File: config.mk
export PLATFORM = sky130hd
export DESIGN_NAME = rgb_to_hsv_converter
export DESIGN_NICKNAME = d
export VERILOG_FILES = /design/src/hdl/rhc_pkg.sv /design/src/hdl/rhc_front.sv /design/src/hdl/rhc_div_cell.sv /design/src/hdl/rgb_to_hsv_converter.sv
export SDC_FILE = /design/constraint.sdc
export NUM_CORES = 2
export LEC_CHECK = 0
export BUFFER_PORTS_ARGS = -buffer_cell sky130_fd_sc_hd__buf_2
export CORE_MARGIN = 1
export CORE_UTILIZATION = 58
export DETAILED_ROUTE_END_ITERATION = 6
export GPL_ROUTABILITY_DRIVEN = 0
export GPL_TIMING_DRIVEN = 0
export PLACE_DENSITY = 0.88
export SYNTH_ARGS = -nofsm -noshare
export SYNTH_HDL_FRONTEND = slang
export SYNTH_SLANG_ARGS = --single-unit
File: constraint.sdc
create_clock -name i_clk -period 10.8 [get_ports i_clk]
set_clock_uncertainty 0.1 [all_clocks]
set_input_delay 0.54 -clock i_clk [delete_from_list [all_inputs] [get_ports i_clk]]
set_output_delay 0.54 -clock i_clk [all_outputs]
set_load 0.01 [all_outputs]
File: src/hdl/rhc_pkg.sv
`timescale 1ns / 1ps
// ----------------------------------------------------------------------------
// rhc_pkg
// Shared widths, types and codes for the RGB to HSV converter.
// ----------------------------------------------------------------------------
package rhc_pkg;

    // Channel bits taken from each sample
    localparam int PIXEL_BITS = 16;
    // Fixed field widths on the stream ports
    localparam int CHAN_BITS  = 16;
    localparam int SAT_BITS   = 16;
    localparam int HUE_BITS   = 9;
    localparam int IN_W       = ((3 * CHAN_BITS) + 7) / 8 * 8;
    localparam int OUT_W      = ((HUE_BITS + SAT_BITS + CHAN_BITS) + 7) / 8 * 8;
    localparam int OUT_PAD    = OUT_W - (HUE_BITS + SAT_BITS + CHAN_BITS);

    // One quotient bit per cell; the saturation quotient sets the count
    localparam int N_CELLS    = SAT_BITS;
    localparam int N_FRONT    = 2;
    localparam int N_STAGES   = N_FRONT + N_CELLS;
    // Dividend / divisor width, holds 2*delta*65535 + max
    localparam int DIV_W      = PIXEL_BITS + SAT_BITS + 1;

    // Register word index
    localparam logic CFG_GREY_THR = 1'b0;

    typedef logic [PIXEL_BITS-1:0] t_pix;

    typedef enum logic [1:0] {
        SEC_RED,
        SEC_GREEN,
        SEC_BLUE
    } t_sector;

    // Word handed from cell to cell
    typedef struct packed {
        logic [DIV_W-1:0]    sat_n;
        logic [DIV_W-1:0]    sat_d;
        logic [DIV_W-1:0]    hue_n;
        logic [DIV_W-1:0]    hue_d;
        logic [SAT_BITS-1:0] sat_q;
        logic [SAT_BITS-1:0] hue_q;
        t_pix                value;
    } t_div_word;

    // Load enables for the two front stages
    typedef struct packed {
        logic ld_a;
        logic ld_b;
    } t_front_ctl;

endpackage

File: src/hdl/rhc_front.sv
`timescale 1ns / 1ps
// ----------------------------------------------------------------------------
// rhc_front
// Two register stages: channel max/min and sector, then divider operands.
// ----------------------------------------------------------------------------
module rhc_front (
    input  logic                         i_clk,
    input  rhc_pkg::t_front_ctl          i_ctl,
    input  logic [rhc_pkg::IN_W-1:0]     i_pixel,
    input  logic [rhc_pkg::CHAN_BITS-1:0] i_grey_thr,
    output rhc_pkg::t_div_word           o_word
);
    import rhc_pkg::*;

    localparam int TW = PIXEL_BITS + 4;

    t_pix                  w_r, w_g, w_b, w_mx, w_mn, w_delta;
    logic [PIXEL_BITS:0]   w_diff;
    t_sector               w_sec;
    logic                  w_chroma;

    t_pix                  r_mx, r_delta;
    logic [PIXEL_BITS:0]   r_diff;
    t_sector               r_sec;
    logic                  r_chroma;

    logic signed [TW-1:0]  w_base, w_sum;
    logic [TW-1:0]         w_six_d;
    logic [TW-1:0]         w_adj;
    logic [DIV_W-1:0]      w_tw, w_dw, w_mw;
    t_div_word             n_word;
    t_div_word             r_word;

    // Stage A: max, min, sector and grey test
    always_comb begin
        w_r = i_pixel[PIXEL_BITS-1:0];
        w_g = i_pixel[CHAN_BITS +: PIXEL_BITS];
        w_b = i_pixel[2*CHAN_BITS +: PIXEL_BITS];
        w_mx = (w_r > w_g) ? w_r : w_g;
        w_mn = (w_r < w_g) ? w_r : w_g;
        if (w_b > w_mx) w_mx = w_b;
        if (w_b < w_mn) w_mn = w_b;
        w_delta = w_mx - w_mn;
        if (w_r == w_mx) begin
            w_sec  = SEC_RED;
            w_diff = {1'b0, w_g} - {1'b0, w_b};
        end else if (w_g == w_mx) begin
            w_sec  = SEC_GREEN;
            w_diff = {1'b0, w_b} - {1'b0, w_r};
        end else begin
            w_sec  = SEC_BLUE;
            w_diff = {1'b0, w_r} - {1'b0, w_g};
        end
        w_chroma = (CHAN_BITS'(w_mx) > i_grey_thr) && (CHAN_BITS'(w_delta) > i_grey_thr);
    end

    always_ff @(posedge i_clk) begin
        if (i_ctl.ld_a) begin
            r_mx     <= w_mx;
            r_delta  <= w_delta;
            r_diff   <= w_diff;
            r_sec    <= w_sec;
            r_chroma <= w_chroma;
        end
    end

    // Stage B: hue/60*delta as a non-negative numerator, rounding folded in
    always_comb begin
        case (r_sec)
            SEC_GREEN: w_base = signed'({3'b0, r_delta, 1'b0});
            SEC_BLUE:  w_base = signed'({2'b0, r_delta, 2'b0});
            default:   w_base = signed'({4'b0, r_delta});
        endcase
        if (r_sec == SEC_RED) w_base = '0;
        w_sum   = w_base + signed'({{3{r_diff[PIXEL_BITS]}}, r_diff});
        w_six_d = {2'b0, r_delta, 2'b0} + {3'b0, r_delta, 1'b0};
        w_adj   = w_sum[TW-1] ? (TW'(w_sum) + w_six_d) : TW'(w_sum);
        w_tw    = DIV_W'(w_adj);
        w_dw    = DIV_W'(r_delta);
        w_mw    = DIV_W'(r_mx);
        n_word.value = r_mx;
        n_word.sat_q = '0;
        n_word.hue_q = '0;
        if (r_chroma) begin
            // round(65535*delta/max) = (2*65535*delta + max) / (2*max)
            n_word.sat_n = (w_dw << (SAT_BITS + 1)) - (w_dw << 1) + w_mw;
            n_word.sat_d = w_mw << SAT_BITS;
            // round(60*t/delta) = (120*t + delta) / (2*delta)
            n_word.hue_n = (w_tw << 7) - (w_tw << 3) + w_dw;
            n_word.hue_d = w_dw << SAT_BITS;
        end else begin
            n_word.sat_n = '0;
            n_word.sat_d = DIV_W'(1) << SAT_BITS;
            n_word.hue_n = '0;
            n_word.hue_d = DIV_W'(1) << SAT_BITS;
        end
    end

    always_ff @(posedge i_clk) begin
        if (i_ctl.ld_b) begin
            r_word <= n_word;
        end
    end

    assign o_word = r_word;

endmodule

File: src/hdl/rhc_div_cell.sv
`timescale 1ns / 1ps
// ----------------------------------------------------------------------------
// rhc_div_cell
// One restoring division step for both the saturation and hue quotients.
// ----------------------------------------------------------------------------
module rhc_div_cell (
    input  logic               i_clk,
    input  logic               i_en,
    input  rhc_pkg::t_div_word i_word,
    output rhc_pkg::t_div_word o_word
);
    import rhc_pkg::*;

    logic      w_sat_ge, w_hue_ge;
    t_div_word n_word;
    t_div_word r_word;

    // Trial subtract, divisor walks one bit down per cell
    always_comb begin
        w_sat_ge = (i_word.sat_n >= i_word.sat_d);
        w_hue_ge = (i_word.hue_n >= i_word.hue_d);
        n_word.value = i_word.value;
        n_word.sat_n = w_sat_ge ? (i_word.sat_n - i_word.sat_d) : i_word.sat_n;
        n_word.hue_n = w_hue_ge ? (i_word.hue_n - i_word.hue_d) : i_word.hue_n;
        n_word.sat_d = i_word.sat_d >> 1;
        n_word.hue_d = i_word.hue_d >> 1;
        n_word.sat_q = {i_word.sat_q[SAT_BITS-2:0], w_sat_ge};
        n_word.hue_q = {i_word.hue_q[SAT_BITS-2:0], w_hue_ge};
    end

    always_ff @(posedge i_clk) begin
        if (i_en) begin
            r_word <= n_word;
        end
    end

    assign o_word = r_word;

endmodule

File: src/hdl/rgb_to_hsv_converter.sv
`timescale 1ns / 1ps
// ----------------------------------------------------------------------------
// rgb_to_hsv_converter
// Hexcone RGB to HSV conversion on a pixel stream.
// ----------------------------------------------------------------------------
// Takes one pixel per clock while the output is not stalled: two front stages
// find max, min and the division operands, then a row of 16 cells each
// resolves one quotient bit of saturation and hue side by side. The last
// cell is the output register. A stalled output only holds back items that
// would collide; bubbles in the row are closed up, so input keeps flowing
// until every stage is full. The grey threshold must only be written while
// the pipeline is empty.
module rgb_to_hsv_converter (
    input  logic                          i_clk,
    input  logic                          i_rst_n,
    // APB register port
    input  logic                          psel,
    input  logic                          penable,
    input  logic                          pwrite,
    input  logic [2:0]                    paddr,
    input  logic [31:0]                   pwdata,
    output logic [31:0]                   prdata,
    output logic                          pready,
    // Pixel in
    input  logic                          s_tvalid,
    output logic                          s_tready,
    input  logic [rhc_pkg::IN_W-1:0]      s_tdata,  // red_in, green_in, blue_in
    // HSV out
    output logic                          m_tvalid,
    input  logic                          m_tready,
    output logic [rhc_pkg::OUT_W-1:0]     m_tdata   // hue_deg, saturation, value_level, pad
);
    import rhc_pkg::*;

    logic [CHAN_BITS-1:0] r_grey_thr;
    logic [N_STAGES-1:0]  r_vld;
    logic [N_STAGES-1:0]  w_adv;
    t_front_ctl           w_fctl;
    t_div_word            w_word [N_CELLS+1];

    // Register port
    assign pready = 1'b1;
    assign prdata = (paddr[2] == CFG_GREY_THR) ? 32'(r_grey_thr) : '0;

    always_ff @(posedge i_clk) begin
        if (!i_rst_n) begin
            r_grey_thr <= '0;
        end else if (psel && penable && pwrite && pready && (paddr[2] == CFG_GREY_THR)) begin
            r_grey_thr <= pwdata[CHAN_BITS-1:0];
        end
    end

    // Stage load enables: a stage loads when empty or when it hands on
    always_comb begin
        w_adv[N_STAGES-1] = !r_vld[N_STAGES-1] || m_tready;
        for (int k = N_STAGES - 2; k >= 0; k--) begin
            w_adv[k] = !r_vld[k] || w_adv[k+1];
        end
    end

    always_ff @(posedge i_clk) begin
        if (!i_rst_n) begin
            r_vld <= '0;
        end else begin
            if (w_adv[0]) r_vld[0] <= s_tvalid;
            for (int k = 1; k < N_STAGES; k++) begin
                if (w_adv[k]) r_vld[k] <= r_vld[k-1];
            end
        end
    end

    assign s_tready    = w_adv[0];
    assign w_fctl.ld_a = w_adv[0];
    assign w_fctl.ld_b = w_adv[1];

    rhc_front u_front (
        .i_clk      (i_clk),
        .i_ctl      (w_fctl),
        .i_pixel    (s_tdata),
        .i_grey_thr (r_grey_thr),
        .o_word     (w_word[0])
    );

    // Row of division cells
    for (genvar c = 0; c < N_CELLS; c++) begin : g_cell
        rhc_div_cell u_cell (
            .i_clk  (i_clk),
            .i_en   (w_adv[N_FRONT+c]),
            .i_word (w_word[c]),
            .o_word (w_word[c+1])
        );
    end

    assign m_tvalid = r_vld[N_STAGES-1];
    assign m_tdata  = {OUT_PAD'(0), CHAN_BITS'(w_word[N_CELLS].value),
                       w_word[N_CELLS].sat_q, w_word[N_CELLS].hue_q[HUE_BITS-1:0]};

    // Checks
    a_hue_range: assert property (@(posedge i_clk) disable iff (!i_rst_n)
        m_tvalid |-> (m_tdata[HUE_BITS-1:0] <= HUE_BITS'(360)))
        else $error("hue above full turn");

    a_grey_hue: assert property (@(posedge i_clk) disable iff (!i_rst_n)
        (m_tvalid && (w_word[N_CELLS].sat_q == '0)) |-> (m_tdata[HUE_BITS-1:0] == '0))
        else $error("hue set on a grey pixel");

    a_stall_only_full: assert property (@(posedge i_clk) disable iff (!i_rst_n)
        !s_tready |-> (&r_vld && !m_tready))
        else $error("input held back with room in the pipeline");

endmodule

==> metrics.md <==
| Metric | Value |
|---|---|
| CP max FO | 10 |
| Initial core utilization | about three fifths |
| Number of remaining DRC errors | 95 |
| Final net count | 10700 |
| Clock sink total | 2076 |
| Cell area after synthesis | 109000 um^2 |
| Unrepaired setup endpoints after global routing | false |
| Mean routed wirelength per cell | 19.6 um |
| CP Launch Type | input pin |
| DR pass1 iterations | 7 |
| Design Area, Final | around 120000 um^2 |
| Flops & latches, synth | 2076 |
| Root Driver | clkbuf_16 |
| CP required | about 11 ns |
| Reg clk slew, reported paths | ~0.07 ns |
| DRT antenna net count | 0 |
| Synthesized netlist cell count | 9457 |
| Worst-margin pin slew | 1.16 ns |
| Die footprint | approximately 190000 um^2 |
| Clock Path Buffers | 3 |
| Hold Vio Cnt, Final | 0 |
| Fmax | 105 MHz |
| Crit Path Category | in -> reg |
| Post-synthesis sequential area ratio | about 57% |
| First-pass GRT wire length | approximately 400000 um |
| Area growth syn-to-layout | 9.84% |
| Post-CTS Setup Repair Bufs | 0 |
| I/O Buffers | roughly 130 |
| Vias per cell | 6.10 |
| Worst setup EP type | flip-flop |
| Max-cap violation count | 0 |
| Clk_lat worst skew | ~0.87 ns |
| Final WL | 245000 um |
| Critical path arrival | 10.02 ns |
| Vias in the first global route | 76600 |
| Period minus WS final | 9.50 ns |
| Placed cell areas | 114000 um^2 |
| Status | finished with violations |
| Largest incremental delay on the critical path | 0.52 ns |
| EDFF count, synth | between 2000 and 2500 |
| I/O pins | 173 |
| Grt ovf | 0 |
| Final worst-path cycle share | 87.9% |
| H-Tree Depth | 4 |
| Fillcell total | approximately 12000 |
| Avg Inst Size Synth | between 10 and 15 um^2 |
| CTS tree | yes |
| Worst hold path type | in -> reg |
| Hpwl dp | 170000 um |
| Async SR Flop Fraction | 0% |
| PostCTS Resize Cnt | 0 |
| Layout cell share with drive strength beyond 1 | 6.10% |
| DR vias | between 70000 and 80000 |
| Max-slew violations | 0 |
| Die X-Extent | 436 um |
| Synth warn | 0 |
| Die height | 436 um |
| Core Area | 186000 um^2 |
| Slew margin rel. | 21.5% |
| Finish-stage setup viols | 0 |
| Initial antenna violation count | 4 |
| Primary FF master, synth | edfxtp_1 |
| Setup_tns | 0 ns |
| Clock buffer count from CTS | 190 |
| Largest net degree at the start of global routing | 120 |
| Rows | about 160 |
| GRT Util Overall | 25.4% |
| Post-synth cell types | 108 |
| Violated checks | DRC |
| First-iteration detailed-routing DRC count | 8576 |
| Critical path's slowest cell | buf_1 |
## flip-flops by register name, summed over array words and instances (netlist names)
signal and flops:
g_cell.u_cell.o_word 1878, r_grey_thr 16, r_vld 18, u_front.o_word 112
u_front.r_chroma 1, u_front.r_delta 16, u_front.r_diff 17, u_front.r_mx 16
u_front.r_sec 2
## Yosys cell counts, drive strengths merged, types with 123 or more instances
cell / instances / area, um^2
clkbuf: 140 / 526
a21o: 186 / 1400
nand2: 738 / 2780
nor2: 691 / 2600
edfxtp: 2042 / 61300
a21boi: 147 / 1100
inv: 962 / 3610
ha: 753 / 9420
nor4: 123 / 769
xor2: 218 / 1910
nor3: 211 / 1070
xnor2: 428 / 3750
a21oi: 558 / 2810
nand3: 170 / 866
o21ai: 533 / 2690
## through the flow
step                hold slack [ns]  instances  setup slack, ns  util [%]
floorplan                     0.300       9479            0.577         -
global placement              0.301      12100            -2.51      60.8
detailed placement            0.305      12100            0.841      61.1
CTS                         0.00437      12500             1.67      64.5
global route                 0.0382      12500            0.941      64.5
finish                       0.0483      12500             1.30      64.5
## timing repair
item,4_1_cts,5_1_grt
hold endpoints to repair,19,0
endpoints found under the setup margin,0,0
hold buffers,20,0
## kinds of logic after synthesis
family,Yosys count,share of synthesized area (%)
fa+ha+maj,791,9.31
simple gates,2660,11.9
xor+xnor,646,5.18
buf+inv,1155,4.13
other cells,2,0.00687
flops,2076,56.7
compound gates,2013,11.7
mux,114,1.10
## path summary, 6_finish.rpt
| check | from | end | slack [ns] | depth (start not counted) |
|---|---|---|---|---|
| worst min register to register | g_cell[3].u_cell.o_word[35]$_DFFE_PP_ | g_cell[4].u_cell.o_word[36]$_DFFE_PP_ | 0.29 | 0 |
| worst max register to register | u_front.r_sec[0]$_SDFFCE_PP0P_ | u_front.o_word[110]$_SDFFCE_PN0P_ | 1.69 | 33 |
| worst min-delay path | m_tready | r_vld[17]$_SDFFE_PN0P_ | 0.05 | 3 |
| worst max-delay path | s_tdata[17] | u_front.r_chroma$_DFFE_PP_ | 1.30 | 37 |
## metal layers
metal / vias up / track usage (%) / routed length, um
met1: 35300 / 27.6 / 86600
met3: 1259 / 4.16 / 17200
met5: - / 0 / 23
li1: 35200 / - / -
met2: 4275 / 45.5 / 123000
met4: 4 / 17.0 / 18300
## worst max-delay path: cells and delay by family
| family | cells | cell delay (ns) |
|---|---|---|
| buffers and inverters | 7 | 2.61 |
| and+or+nand+nor | 6 | 1.14 |
| xor gates and xnor gates | 1 | 0.17 |
| adders and majority gates | 4 | 1.23 |
| AOI/OAI and AO/OA | 19 | 4.30 |
## layout make-up
class	instances	area [um^2]	share of cell area [%]
Timing Repair Buffer	168	1330	1.11
Buffer	192	898	0.748
Sequential cell	2076	62000	51.6
Tap cell	2480	3100	2.58
Inverter	963	3640	3.03
Clock buffer	235	4960	4.13
Clock inverter	110	1160	0.969
Antenna cell	4	10.0	0.00834
Multi-Input combinational cell	6248	43000	35.8
## layout by cell type (no fill, tap or decap), types with 137 or more instances in the layout
cell / count
edfxtp_1: 2042
inv_1: 951
ha_1: 753
nand2_1: 728
nor2_1: 690
a21oi_1: 553
o21ai_0: 523
xnor2_1: 428
xor2_1: 218
nor3_1: 209
clkbuf_16: 191
a21o_1: 186
clkbuf_1: 182
nand3_1: 166
a21boi_0: 146
buf_2: 137
Power is left out: the tool's default activity adds up to more than one toggle a clock period on the data nets, which glitch-free logic cannot reach.
